`src/design/led_pkg.sv`:
```
// Shared types, constants and helpers for the luma edge deblocking filter.
// Used by the channel interfaces, every module of the block and the checker.
package led_pkg;

  localparam int SAMPLE_W          = 14;
  localparam int STRENGTH_W        = 3;
  localparam int RAW_W             = 8;
  localparam int DEPTH_W           = 4;
  localparam int DEPTH_MIN         = 8;
  localparam int MAX_DEPTH_DEFAULT = 14;

  localparam logic [DEPTH_W-1:0]    DEPTH_RESET = DEPTH_W'(8);
  localparam logic [STRENGTH_W-1:0] BS_OFF      = STRENGTH_W'(0);
  localparam logic [STRENGTH_W-1:0] BS_STRONG   = STRENGTH_W'(4);

  typedef logic [SAMPLE_W-1:0] sample_t;

  typedef struct packed {
    sample_t p3;
    sample_t p2;
    sample_t p1;
    sample_t p0;
    sample_t q0;
    sample_t q1;
    sample_t q2;
    sample_t q3;
  } line_t;

  // Decisions taken for one line, handed from the decision logic to the filter.
  typedef struct packed {
    logic on;
    logic strong_sel;
    logic full;
    logic ap;
    logic aq;
  } ctrl_t;

  typedef struct packed {
    sample_t p2;
    sample_t p1;
    sample_t p0;
    sample_t q0;
    sample_t q1;
    sample_t q2;
    logic    filtered;
  } res_t;

  function automatic sample_t absd(sample_t a, sample_t b);
    sample_t r;
    if (a > b) begin
      r = a - b;
    end else begin
      r = b - a;
    end
    return r;
  endfunction

endpackage

```
`src/design/led_if.sv`:
```
// Valid/ready channel interfaces for the deblocking filter's input and result words.
// Depends on led_pkg for the sample and field widths.
interface led_in_if;
  import led_pkg::*;

  logic                  valid;
  logic                  ready;
  sample_t               p3_in;
  sample_t               p2_in;
  sample_t               p1_in;
  sample_t               p0_in;
  sample_t               q0_in;
  sample_t               q1_in;
  sample_t               q2_in;
  sample_t               q3_in;
  logic [STRENGTH_W-1:0] strength;
  logic [RAW_W-1:0]      alpha_raw;
  logic [RAW_W-1:0]      beta_raw;
  logic [RAW_W-1:0]      tc0_raw;

  modport source (
    output valid, p3_in, p2_in, p1_in, p0_in, q0_in, q1_in, q2_in, q3_in,
           strength, alpha_raw, beta_raw, tc0_raw,
    input  ready
  );

  modport sink (
    input  valid, p3_in, p2_in, p1_in, p0_in, q0_in, q1_in, q2_in, q3_in,
           strength, alpha_raw, beta_raw, tc0_raw,
    output ready
  );
endinterface

interface led_out_if;
  import led_pkg::*;

  logic    valid;
  logic    ready;
  sample_t p2_out;
  sample_t p1_out;
  sample_t p0_out;
  sample_t q0_out;
  sample_t q1_out;
  sample_t q2_out;
  logic    was_filtered;

  modport source (
    output valid, p2_out, p1_out, p0_out, q0_out, q1_out, q2_out, was_filtered,
    input  ready
  );

  modport sink (
    input  valid, p2_out, p1_out, p0_out, q0_out, q1_out, q2_out, was_filtered,
    output ready
  );
endinterface

```
`src/design/luma_edge_deblock_filter.sv`:
```
// Top level of the luma edge deblocking filter: channel registers and configuration.
// Depends on led_pkg, led_if, led_decide and led_filter.
//
// The block filters one line of eight luma samples across a block edge per clock cycle
// while the output does not stall. A word accepted on the input channel is held in an
// input register, passes through the combinational decision and filter logic and is
// captured in the result register, from which it is offered on the output; a new line
// may be accepted every cycle unless the output stalls.
// The result register frees the input side whenever its word is taken or it is empty, so
// a stall on the output holds both stages and releases them together. The bit depth
// register must only be written while no line is in flight; depths outside 8 to the
// configured maximum saturate to that range.
module luma_edge_deblock_filter #(
  parameter int MAX_DEPTH = led_pkg::MAX_DEPTH_DEFAULT
) (
  input  logic                         clk_i,
  input  logic                         rst_ni,
  input  logic                         cfg_we_i,
  input  logic [led_pkg::DEPTH_W-1:0]  cfg_wdata_i,
  led_in_if.sink                       in_i,
  led_out_if.source                    out_o
);
  import led_pkg::*;

  logic [DEPTH_W-1:0]    depth_q;
  logic                  s1_valid_q, s1_valid_d;
  line_t                 line_q;
  logic [STRENGTH_W-1:0] strength_q;
  logic [RAW_W-1:0]      alpha_q;
  logic [RAW_W-1:0]      beta_q;
  logic [RAW_W-1:0]      tc0_q;
  logic                  out_valid_q, out_valid_d;
  res_t                  res_q;

  logic                  advance;
  logic                  in_take;
  ctrl_t                 ctrl;
  logic [MAX_DEPTH-1:0]  tc0;
  logic [MAX_DEPTH:0]    tc;
  logic [MAX_DEPTH-1:0]  maxv;
  res_t                  res;

  assign advance   = !out_valid_q || out_o.ready;
  assign in_i.ready = !s1_valid_q || advance;
  assign in_take   = in_i.valid && in_i.ready;

  always_comb begin
    s1_valid_d  = s1_valid_q;
    out_valid_d = out_valid_q;
    if (in_i.ready) begin
      s1_valid_d = in_i.valid;
    end
    if (advance) begin
      out_valid_d = s1_valid_q;
    end
  end

  always_ff @(posedge clk_i or negedge rst_ni) begin
    if (!rst_ni) begin
      depth_q     <= DEPTH_RESET;
      s1_valid_q  <= 1'b0;
      out_valid_q <= 1'b0;
    end else begin
      if (cfg_we_i) begin
        depth_q <= cfg_wdata_i;
      end
      s1_valid_q  <= s1_valid_d;
      out_valid_q <= out_valid_d;
    end
  end

  always_ff @(posedge clk_i) begin
    if (in_take) begin
      line_q.p3  <= in_i.p3_in;
      line_q.p2  <= in_i.p2_in;
      line_q.p1  <= in_i.p1_in;
      line_q.p0  <= in_i.p0_in;
      line_q.q0  <= in_i.q0_in;
      line_q.q1  <= in_i.q1_in;
      line_q.q2  <= in_i.q2_in;
      line_q.q3  <= in_i.q3_in;
      strength_q <= in_i.strength;
      alpha_q    <= in_i.alpha_raw;
      beta_q     <= in_i.beta_raw;
      tc0_q      <= in_i.tc0_raw;
    end
    if (advance && s1_valid_q) begin
      res_q <= res;
    end
  end

  led_decide #(
    .MAX_DEPTH (MAX_DEPTH)
  ) u_decide (
    .line_i      (line_q),
    .strength_i  (strength_q),
    .alpha_raw_i (alpha_q),
    .beta_raw_i  (beta_q),
    .tc0_raw_i   (tc0_q),
    .depth_i     (depth_q),
    .ctrl_o      (ctrl),
    .tc0_o       (tc0),
    .tc_o        (tc),
    .maxv_o      (maxv)
  );

  led_filter #(
    .MAX_DEPTH (MAX_DEPTH)
  ) u_filter (
    .line_i (line_q),
    .ctrl_i (ctrl),
    .tc0_i  (tc0),
    .tc_i   (tc),
    .maxv_i (maxv),
    .res_o  (res)
  );

  assign out_o.valid        = out_valid_q;
  assign out_o.p2_out       = res_q.p2;
  assign out_o.p1_out       = res_q.p1;
  assign out_o.p0_out       = res_q.p0;
  assign out_o.q0_out       = res_q.q0;
  assign out_o.q1_out       = res_q.q1;
  assign out_o.q2_out       = res_q.q2;
  assign out_o.was_filtered = res_q.filtered;

endmodule

```
`src/design/led_decide.sv`:
```
// Threshold scaling and filter decisions for one registered line of samples.
// Depends on led_pkg; feeds led_filter.
module led_decide #(
  parameter int MAX_DEPTH = led_pkg::MAX_DEPTH_DEFAULT
) (
  input  led_pkg::line_t                  line_i,
  input  logic [led_pkg::STRENGTH_W-1:0]  strength_i,
  input  logic [led_pkg::RAW_W-1:0]       alpha_raw_i,
  input  logic [led_pkg::RAW_W-1:0]       beta_raw_i,
  input  logic [led_pkg::RAW_W-1:0]       tc0_raw_i,
  input  logic [led_pkg::DEPTH_W-1:0]     depth_i,
  output led_pkg::ctrl_t                  ctrl_o,
  output logic [MAX_DEPTH-1:0]            tc0_o,
  output logic [MAX_DEPTH:0]              tc_o,
  output logic [MAX_DEPTH-1:0]            maxv_o
);
  import led_pkg::*;

  localparam int TH_W = RAW_W + MAX_DEPTH - DEPTH_MIN;
  localparam int SH_W = $clog2(MAX_DEPTH - DEPTH_MIN + 2);
  localparam int CW   = ((TH_W > SAMPLE_W) ? TH_W : SAMPLE_W) + 1;

  logic [DEPTH_W:0]  dep_x;
  logic [SH_W-1:0]   sh;
  logic [TH_W-1:0]   alpha_s;
  logic [TH_W-1:0]   beta_s;
  logic [TH_W-1:0]   tc0_s;
  sample_t           a_pq;
  sample_t           a_p1;
  sample_t           a_q1;
  sample_t           a_p2;
  sample_t           a_q2;
  logic              ap;
  logic              aq;

  always_comb begin
    dep_x = {1'b0, depth_i};
    if (dep_x < (DEPTH_W+1)'(DEPTH_MIN)) begin
      sh = '0;
    end else if (dep_x > (DEPTH_W+1)'(MAX_DEPTH)) begin
      sh = SH_W'(MAX_DEPTH - DEPTH_MIN);
    end else begin
      sh = SH_W'(dep_x - (DEPTH_W+1)'(DEPTH_MIN));
    end
  end

  assign alpha_s = TH_W'(alpha_raw_i) << sh;
  assign beta_s  = TH_W'(beta_raw_i) << sh;
  assign tc0_s   = TH_W'(tc0_raw_i) << sh;
  assign maxv_o  = ~({MAX_DEPTH{1'b1}} << (SH_W + 4)'(DEPTH_MIN + int'(sh)));

  assign a_pq = absd(line_i.p0, line_i.q0);
  assign a_p1 = absd(line_i.p1, line_i.p0);
  assign a_q1 = absd(line_i.q1, line_i.q0);
  assign a_p2 = absd(line_i.p2, line_i.p0);
  assign a_q2 = absd(line_i.q2, line_i.q0);

  assign ap = CW'(a_p2) < CW'(beta_s);
  assign aq = CW'(a_q2) < CW'(beta_s);

  always_comb begin
    ctrl_o.on = (strength_i != BS_OFF) && (CW'(a_pq) < CW'(alpha_s)) &&
                (CW'(a_p1) < CW'(beta_s)) && (CW'(a_q1) < CW'(beta_s));
    ctrl_o.strong_sel = strength_i == BS_STRONG;
    ctrl_o.full       = CW'(a_pq) < (CW'(alpha_s >> 2) + CW'(2));
    ctrl_o.ap         = ap;
    ctrl_o.aq         = aq;
  end

  assign tc0_o = tc0_s;
  assign tc_o  = (TH_W+1)'(tc0_s) + (TH_W+1)'(ap) + (TH_W+1)'(aq);

endmodule

```
`src/design/led_filter.sv`:
```
// Strong and weak luma filter arithmetic for one line, selected by the decisions.
// Depends on led_pkg and on the outputs of led_decide.
module led_filter #(
  parameter int MAX_DEPTH = led_pkg::MAX_DEPTH_DEFAULT
) (
  input  led_pkg::line_t        line_i,
  input  led_pkg::ctrl_t        ctrl_i,
  input  logic [MAX_DEPTH-1:0]  tc0_i,
  input  logic [MAX_DEPTH:0]    tc_i,
  input  logic [MAX_DEPTH-1:0]  maxv_i,
  output led_pkg::res_t         res_o
);
  import led_pkg::*;

  localparam int W = ((MAX_DEPTH > SAMPLE_W) ? MAX_DEPTH : SAMPLE_W) + 6;

  function automatic logic signed [W-1:0] sx(sample_t v);
    return $signed({{(W-SAMPLE_W){1'b0}}, v});
  endfunction

  function automatic logic signed [W-1:0] clip_sym(logic signed [W-1:0] x,
                                                   logic signed [W-1:0] lim);
    logic signed [W-1:0] r;
    if (x > lim) begin
      r = lim;
    end else if (x < -lim) begin
      r = -lim;
    end else begin
      r = x;
    end
    return r;
  endfunction

  function automatic logic signed [W-1:0] clamp_range(logic signed [W-1:0] x,
                                                      logic signed [W-1:0] maxv);
    logic signed [W-1:0] r;
    if (x > maxv) begin
      r = maxv;
    end else if (x < W'(0)) begin
      r = W'(0);
    end else begin
      r = x;
    end
    return r;
  endfunction

  logic signed [W-1:0] p3, p2, p1, p0, q0, q1, q2, q3;
  logic signed [W-1:0] tc0, tc, maxv;
  logic signed [W-1:0] tp, tq;
  logic signed [W-1:0] sp0, sp1, sp2, sq0, sq1, sq2, sp0b, sq0b;
  logic signed [W-1:0] d, dc, avg, wp0, wq0, wp1, wq1;
  logic signed [W-1:0] np2, np1, np0, nq0, nq1, nq2;

  always_comb begin
    p3   = sx(line_i.p3);
    p2   = sx(line_i.p2);
    p1   = sx(line_i.p1);
    p0   = sx(line_i.p0);
    q0   = sx(line_i.q0);
    q1   = sx(line_i.q1);
    q2   = sx(line_i.q2);
    q3   = sx(line_i.q3);
    tc0  = $signed(W'(tc0_i));
    tc   = $signed(W'(tc_i));
    maxv = $signed(W'(maxv_i));
  end

  // Strong filter, three-sample form and one-sample (three-tap) form on each side.
  always_comb begin
    tp   = p1 + p0 + q0;
    tq   = q1 + q0 + p0;
    sp0  = (p2 + (tp <<< 1) + q1 + W'(4)) >>> 3;
    sp1  = (p2 + tp + W'(2)) >>> 2;
    sp2  = ((p3 <<< 1) + (p2 <<< 1) + p2 + tp + W'(4)) >>> 3;
    sq0  = (q2 + (tq <<< 1) + p1 + W'(4)) >>> 3;
    sq1  = (q2 + tq + W'(2)) >>> 2;
    sq2  = ((q3 <<< 1) + (q2 <<< 1) + q2 + tq + W'(4)) >>> 3;
    sp0b = ((p1 <<< 1) + p0 + q1 + W'(2)) >>> 2;
    sq0b = ((q1 <<< 1) + q0 + p1 + W'(2)) >>> 2;
  end

  // Weak filter; the edge pair is only touched when the raw delta is nonzero.
  always_comb begin
    d   = (((q0 - p0) <<< 2) + (p1 - q1) + W'(4)) >>> 3;
    avg = (p0 + q0 + W'(1)) >>> 1;
    dc  = clip_sym(d, tc);
    if (d != W'(0)) begin
      wp0 = clamp_range(p0 + dc, maxv);
      wq0 = clamp_range(q0 - dc, maxv);
    end else begin
      wp0 = p0;
      wq0 = q0;
    end
    wp1 = p1 + clip_sym((p2 + avg - (p1 <<< 1)) >>> 1, tc0);
    wq1 = q1 + clip_sym((q2 + avg - (q1 <<< 1)) >>> 1, tc0);
  end

  always_comb begin
    np2 = p2;
    np1 = p1;
    np0 = p0;
    nq0 = q0;
    nq1 = q1;
    nq2 = q2;
    if (ctrl_i.on) begin
      if (ctrl_i.strong_sel) begin
        if (ctrl_i.full && ctrl_i.ap) begin
          np0 = sp0;
          np1 = sp1;
          np2 = sp2;
        end else begin
          np0 = sp0b;
        end
        if (ctrl_i.full && ctrl_i.aq) begin
          nq0 = sq0;
          nq1 = sq1;
          nq2 = sq2;
        end else begin
          nq0 = sq0b;
        end
      end else begin
        np0 = wp0;
        nq0 = wq0;
        if (ctrl_i.ap) begin
          np1 = wp1;
        end
        if (ctrl_i.aq) begin
          nq1 = wq1;
        end
      end
    end
  end

  always_comb begin
    res_o.p2       = np2[SAMPLE_W-1:0];
    res_o.p1       = np1[SAMPLE_W-1:0];
    res_o.p0       = np0[SAMPLE_W-1:0];
    res_o.q0       = nq0[SAMPLE_W-1:0];
    res_o.q1       = nq1[SAMPLE_W-1:0];
    res_o.q2       = nq2[SAMPLE_W-1:0];
    res_o.filtered = ctrl_i.on;
  end

endmodule

```
`src/flat_wrapper.sv`:
```
// flat-port wrapper written by rule: the top's interface ports become plain ports
module luma_edge_deblock_filter_flat import led_pkg::*;
#(
  parameter int MAX_DEPTH = led_pkg::MAX_DEPTH_DEFAULT
)
  (clk_i, rst_ni, cfg_we_i, cfg_wdata_i, in_i_valid, in_i_p3_in, in_i_p2_in, in_i_p1_in, in_i_p0_in, in_i_q0_in, in_i_q1_in, in_i_q2_in, in_i_q3_in, in_i_strength, in_i_alpha_raw, in_i_beta_raw, in_i_tc0_raw, in_i_ready, out_o_valid, out_o_p2_out, out_o_p1_out, out_o_p0_out, out_o_q0_out, out_o_q1_out, out_o_q2_out, out_o_was_filtered, out_o_ready);
  led_in_if in_i_i ();
  led_out_if out_o_i ();
  input  logic clk_i;
  input  logic rst_ni;
  input  logic cfg_we_i;
  input  logic [led_pkg::DEPTH_W-1:0] cfg_wdata_i;
  input wire logic [$bits(in_i_i.valid)-1:0] in_i_valid;
  input wire logic [$bits(in_i_i.p3_in)-1:0] in_i_p3_in;
  input wire logic [$bits(in_i_i.p2_in)-1:0] in_i_p2_in;
  input wire logic [$bits(in_i_i.p1_in)-1:0] in_i_p1_in;
  input wire logic [$bits(in_i_i.p0_in)-1:0] in_i_p0_in;
  input wire logic [$bits(in_i_i.q0_in)-1:0] in_i_q0_in;
  input wire logic [$bits(in_i_i.q1_in)-1:0] in_i_q1_in;
  input wire logic [$bits(in_i_i.q2_in)-1:0] in_i_q2_in;
  input wire logic [$bits(in_i_i.q3_in)-1:0] in_i_q3_in;
  input wire logic [$bits(in_i_i.strength)-1:0] in_i_strength;
  input wire logic [$bits(in_i_i.alpha_raw)-1:0] in_i_alpha_raw;
  input wire logic [$bits(in_i_i.beta_raw)-1:0] in_i_beta_raw;
  input wire logic [$bits(in_i_i.tc0_raw)-1:0] in_i_tc0_raw;
  output wire logic [$bits(in_i_i.ready)-1:0] in_i_ready;
  output wire logic [$bits(out_o_i.valid)-1:0] out_o_valid;
  output wire logic [$bits(out_o_i.p2_out)-1:0] out_o_p2_out;
  output wire logic [$bits(out_o_i.p1_out)-1:0] out_o_p1_out;
  output wire logic [$bits(out_o_i.p0_out)-1:0] out_o_p0_out;
  output wire logic [$bits(out_o_i.q0_out)-1:0] out_o_q0_out;
  output wire logic [$bits(out_o_i.q1_out)-1:0] out_o_q1_out;
  output wire logic [$bits(out_o_i.q2_out)-1:0] out_o_q2_out;
  output wire logic [$bits(out_o_i.was_filtered)-1:0] out_o_was_filtered;
  input wire logic [$bits(out_o_i.ready)-1:0] out_o_ready;
  assign in_i_i.valid = in_i_valid;
  assign in_i_i.p3_in = in_i_p3_in;
  assign in_i_i.p2_in = in_i_p2_in;
  assign in_i_i.p1_in = in_i_p1_in;
  assign in_i_i.p0_in = in_i_p0_in;
  assign in_i_i.q0_in = in_i_q0_in;
  assign in_i_i.q1_in = in_i_q1_in;
  assign in_i_i.q2_in = in_i_q2_in;
  assign in_i_i.q3_in = in_i_q3_in;
  assign in_i_i.strength = in_i_strength;
  assign in_i_i.alpha_raw = in_i_alpha_raw;
  assign in_i_i.beta_raw = in_i_beta_raw;
  assign in_i_i.tc0_raw = in_i_tc0_raw;
  assign in_i_ready = in_i_i.ready;
  assign out_o_valid = out_o_i.valid;
  assign out_o_p2_out = out_o_i.p2_out;
  assign out_o_p1_out = out_o_i.p1_out;
  assign out_o_p0_out = out_o_i.p0_out;
  assign out_o_q0_out = out_o_i.q0_out;
  assign out_o_q1_out = out_o_i.q1_out;
  assign out_o_q2_out = out_o_i.q2_out;
  assign out_o_was_filtered = out_o_i.was_filtered;
  assign out_o_i.ready = out_o_ready;
  luma_edge_deblock_filter #(.MAX_DEPTH(MAX_DEPTH)) u_core (.clk_i(clk_i), .rst_ni(rst_ni), .cfg_we_i(cfg_we_i), .cfg_wdata_i(cfg_wdata_i), .in_i(in_i_i), .out_o(out_o_i));
endmodule
```
`config.mk`:
```
export PLATFORM = sky130hd
export DESIGN_NAME = luma_edge_deblock_filter_flat
export DESIGN_NICKNAME = d
export VERILOG_FILES = /design/src/design/led_pkg.sv /design/src/design/led_if.sv /design/src/design/luma_edge_deblock_filter.sv /design/src/design/led_decide.sv /design/src/design/led_filter.sv /design/src/flat_wrapper.sv
export SDC_FILE = /design/constraint.sdc
export NUM_CORES = 2
export LEC_CHECK = 0
export BUFFER_PORTS_ARGS = -buffer_cell sky130_fd_sc_hd__buf_2
export CAP_MARGIN = 0
export CORE_AREA = 2 2 294 296
export CTS_CLUSTER_DIAMETER = 80
export DETAILED_ROUTE_END_ITERATION = 10
export DIE_AREA = 0 0 296 298
export PLACE_DENSITY_LB_ADDON = 0.25
export REMOVE_ABC_BUFFERS = 1
export SLEW_MARGIN = 0
export SYNTH_ARGS = -nofsm -noshare
export SYNTH_HDL_FRONTEND = slang
export SYNTH_SLANG_ARGS = --single-unit
export TNS_END_PERCENT = 100
```
`constraint.sdc`:
```
create_clock -name clk_i -period 20.2 [get_ports clk_i]
set_clock_uncertainty 0.05 [all_clocks]
set_input_delay 0 -clock clk_i [delete_from_list [all_inputs] [get_ports clk_i]]
set_output_delay 0 -clock clk_i [all_outputs]
set_load 0.01 [all_outputs]
```
# Yosys cells after proc, flatten, opt, wreduce, memory -nomap -nowiden
# Index checks and enable logic that the tools add are counted.
[totals]
latchBits = 0
ramBits = 0
out_inout_bits = 87
mem_bits_ro = 0
mem_count = 0
wordCells = 162
register_bits = 230
[op_classes]
add_sub_neg = 59
div = 0
magnitude_cmp = 23
n_mul = 0
n_eq_ne = 1
muxes = 39
reduce_logical = 13
n_bitwise = 1
shift = 4
[op_table]
columns = ["operator", "n"]
rows = [
  ["two-way mux 14 bit", 35],
  ["subtractor 14 bit", 10],
  ["greater-than comparator 14 bit", 5],
  ["less-than comparator 14 bit", 5],
  ["adder 15 x 14 -> 16 bit", 4],
  ["less-than comparator 16 x 20 -> 1 bit", 3],
  ["adder 16 x 2 -> 16 bit (second input constant)", 3],
  ["adder 14 x 14 -> 15 bit", 3],
  ["left shift 8 x 3 -> 14 bit", 3],
  ["greater-than comparator 20 x 15 -> 1 bit", 2],
  ["less-than comparator 20 x 1 -> 1 bit (second input constant)", 2],
  ["two-way mux 20 bit", 2],
  ["adder 14 x 17 -> 17 bit", 2],
  ["adder 16 x 14 -> 17 bit", 2],
  ["adder 17 x 14 -> 17 bit", 2],
  ["adder 17 x 16 -> 17 bit", 2],
  ["adder 17 x 3 -> 17 bit (second input constant)", 2],
  ["adder 17 x 4 -> 17 bit (second input constant)", 2],
  ["subtractor 16 x 15 -> 17 bit", 2],
  ["adder 14 x 15 -> 16 bit", 2],
  ["adder 15 x 15 -> 16 bit", 2],
  ["adder 16 x 14 -> 16 bit", 2],
  ["greater-than comparator 16 x 15 -> 1 bit", 2],
  ["subtractor 14 x 14 -> 15 bit", 2],
  ["other kinds (29)", 39],
]

# Depth between registers and ports, before layout
[depth]
depth_word = 18
mapped_depth = 69
ltp_nobuf = 64

# Hierarchy
# A second synthesis with hierarchy kept.
[unflattened]
hier_cells = 4548
hier_area_um2 = 39409.0
[modules_own_cells]
columns = ["mod", "instances", "area_per_inst_um2", "cells_per_inst"]
rows = [
  ["led_filter", 1, 23243.5, 3054],
  ["led_decide", 1, 9191.3, 1254],
  ["luma_edge_deblock_filter", 1, 6974.2, 240],
]

# Worst setup path after synthesis
# No wires, ideal clock.
[synth_timing]
path_type = "reg-to-reg"
start = "register, netlist name u_core.line_q[43]"
end = "register u_core.res_q, in the netlist u_core.out_o.p0_out[12] (data pin)"
arrival_ns = 14.694
path_stages_with_launch = 65
slack_ns = 5.195
synth_period_minus_slack_ns = 15.005
cell_sequence = "edfxtp_1 > inv_1 > fa_1 > a21o_1 > a21o_1 > a21o_1 > a21o_1 > a21o_1 > a21oi_1 > o22ai_1 > o31ai_1 > clkbuf_1 > mux2i_1 > xnor2_1 > ha_1 > a21o_1 > a21o_1 > a21o_1 > [... 29 more ...] > a21oi_1 > o31a_1 > o21a_1 > a311o_1 > xor2_1 > ha_1 > nand4_1 > nor3_1 > nand4_1 > or3_1 > o21ai_0 > a21boi_0 > a41oi_1 > a21oi_1 > or2_1 > buf_6 > o311ai_1 > a311o_1"
[synth_rtl]
columns = ["element", "line_no", "rtl"]
rows = [
  ["to (signal assigned)", "luma_edge_deblock_filter.sv:88", "res_q <= res;"],
  ["to (decl)", "luma_edge_deblock_filter.sv:33", "res_t res_q;"],
]

==> metrics <==
HPWL Detailed=131000 um; fin crit period=16.05 ns; grt total ovfl=0; Mapped Cells=4306; Worst Setup Path Type=reg2reg; Ys Warns=0; hold path cells=2; clock sink count=230; first-pass GRT wire length=232000 um; FF-to-FF path depth=62; maximum vdd ir drop=0.102 mV; TritonCTS clock tree=done; ys async rst share=2.61%; most frequently used flop master after synthesis=edfxtp_1; worst-path maximum fanout=21; Antenna Nets Post-Route=0; Starting Density=44.9%; H-Tree Depth=1; Critical Path RT=20.53 ns; Syn-to-layout area delta=14.3%; Port Buffer Count=234; EDFF count, synth=224; most common cell after layout, fill and taps aside=ha_1; Rel. slew slack=25.0%; P per Cell Area=161 mW/mm^2; via count=35.8k; crit path DAT=16.37 ns; worst skew pair latency=0.63 ns; vias in the first global route=33.8k; final hold vios=0; final setup vio count=0; Pleak=20.4 nW; Max-Cap Viols=0; Resized Gates After CTS=0; buffer count from post-CTS setup fixing=0; register bit total from synthesis=230; Levels on crit path=62; First-pass DRT Iterations=5; die span in x=296 um; CTS Hold Bufs=155; setup_tns=0 ns; CP most frequent cell=a21o_1; largest net degree at the start of global routing=61; synth top area cells=ha_1, edfxtp_1, fa_1, xnor2_1, a21oi_1; worst min path class=in2reg; Mean Syn Cell Area=8.84 um^2; Wirelength per Cell=27.7 um; Initial DRC Count=3790; DRC=0; vias per inst=6.09; Fmax=62.3 MHz; top-area cell type share of the netlist area=22.6%; Max clock buf depth=3; most frequent cells in the layout=ha_1, inv_1, a21oi_1, nor2_1, nand2_1; Worst-Margin Slew=1.13 ns; max-slew violations=0; number of antenna violations at the first check in global routing=5; Synth area leader=ha_1; CTS clock-pin slew for the worst setup and hold paths=0.07 ns; GRT Total Usage=36.2%; CP peak stage delay=0.67 ns; IO Count=235; crit path max-delay cell type=o41a_1; Synth Cell Area=0.0381 mm^2; die height=298 um; CTS buffer count=30; CP Capture Type=flip-flop; RSZ-0062 raised after global routing=no; Final nets=5734; Worst Setup Start Kind=flip-flop; synth unique cells=105; core area=0.0849 mm^2; row count=107; share of cells above drive strength 1=9.84%; Die Area=0.0882 mm^2; sequential-to-total area share from yosys stat=18.1%; Fin Hold WS=0.0303 ns; Crit path buffers/inverters=5; final wirelength=163000 um; GPL Wtd Cong=1.09; fin crit share=79.4%; delay-heaviest family, CP=compound AO/OA/AOI/OAI gates; CTS Root Cell=clkbuf_16; status=completed
[sequential cells by signal, summed over array words and instances (netlist names)]
| register | cells |
|---|---|
| u_core.line_q | 112 |
| u_core.out_o.p0_out | 14 |
| u_core.out_o.p1_out | 14 |
| u_core.out_o.p2_out | 14 |
| u_core.out_o.q0_out | 14 |
| u_core.out_o.q1_out | 14 |
| u_core.out_o.q2_out | 14 |
| u_core.alpha_q | 8 |
| u_core.beta_q | 8 |
| u_core.tc0_q | 8 |
| u_core.depth_q | 4 |
| u_core.strength_q | 3 |
| u_core.out_o.valid | 1 |
| u_core.out_o.was_filtered | 1 |
| u_core.s1_valid_q | 1 |
[where the power goes]
group / leakage [nW] / total, mW / internal, mW / switching [mW]
Combinational: 17.8 / 5.85 / 2.28 / 3.57
Sequential: 2.22 / 0.611 / 0.576 / 0.0358
Clock: 0.466 / 0.532 / 0.301 / 0.231
Total: 20.4 / 7.00 / 3.16 / 3.84
[kinds of logic (layout without fill, tap and decap cells)]
group           count (synthesis)  in the layout  share of synthesized area [%]
mux                           127            127                           3.42
xor+xnor                      300            300                           6.92
fa+ha+maj                     870            870                           32.2
compound gates               1223           1223                           21.0
simple gates                 1018           1018                           13.0
flops                         230            230                           18.1
buf+inv                       537            967                           5.47
other cells                     1              3                        0.00985
[worst reg2reg max path, delay by kind of cell, from the launching register on]
family / cells / cell delay (ns)
muxes: 1 / 0.25
xor gates and xnor gates: 3 / 0.52
adders and majority gates: 7 / 2.18
AOI/OAI and AO/OA: 30 / 7.10
buffers and inverters: 5 / 1.32
and+or+nand+nor: 16 / 4.09
DFF: 1 / 0.32
[Yosys cell counts, types with 44 or more instances]
master and number:
a21o_1 185, nand4_1 44, fa_1 181, nand3_1 76, nor2_1 275, nor2b_1 58, o21ai_0 227, a21oi_1 349
o21bai_1 59, nand2b_1 52, xnor2_1 223, xor2_1 76, inv_1 416, o21a_1 53, edfxtp_1 224, nor3_1 103
mux2i_1 102, clkbuf_1 89, ha_1 689, nand2_1 257
[final timing paths]
check | from | end | slack, ns
max reg2reg | u_core.line_q[43] | u_core.out_o.p0_out[12] | 4.15
min | in_i_strength[2] | u_core.strength_q[2] | 0.03
max | u_core.line_q[43] | u_core.out_o.p0_out[12] | 4.15
min in group asynchronous | rst_ni | u_core.depth_q[2] | 0.29
min reg2reg | u_core.s1_valid_q | u_core.out_o.valid | 0.47
max in group asynchronous | rst_ni | u_core.depth_q[3] | 19.54
[stage by stage]
step | instance area, um^2 | setup WS (ns) | std cells | utilization [%] | total power, mW
2_1_floorplan | 37600 | 4.03 | 4193 | - | 4.64
3_3_place_gp | 41000 | 4.77 | 5673 | 48.3 | 6.22
3_5_place_dp | 41000 | 4.46 | 5673 | 48.3 | 6.25
4_1_cts | 43500 | 4.42 | 5881 | 51.3 | 6.86
5_1_grt | 43500 | 3.12 | 5881 | 51.3 | 7.59
6_report | 43500 | 4.15 | 5882 | 51.3 | 7.00
[layer usage]
metal  share of wire [%]  GRT usage [%]  vias up
met5               0.026              0        -
met3                 9.7           7.42      360
met1                  42           49.3    17200
met2                  43           55.4     1809
met4                 5.3           15.6        6
li1                    -              -    16400
[layout make-up]
class                      instances  area (um^2)
clock buffer                      39          815
antenna                            1         2.50
clock inverter                    14          160
timing repair buffer             491         3490
multi-input combinational       3540        29200
fill                            8051        41300
inverter                         423         1590
tap                             1144         1430
sequential                       230         6880
Note: power is estimated with default switching activity, not from simulation.
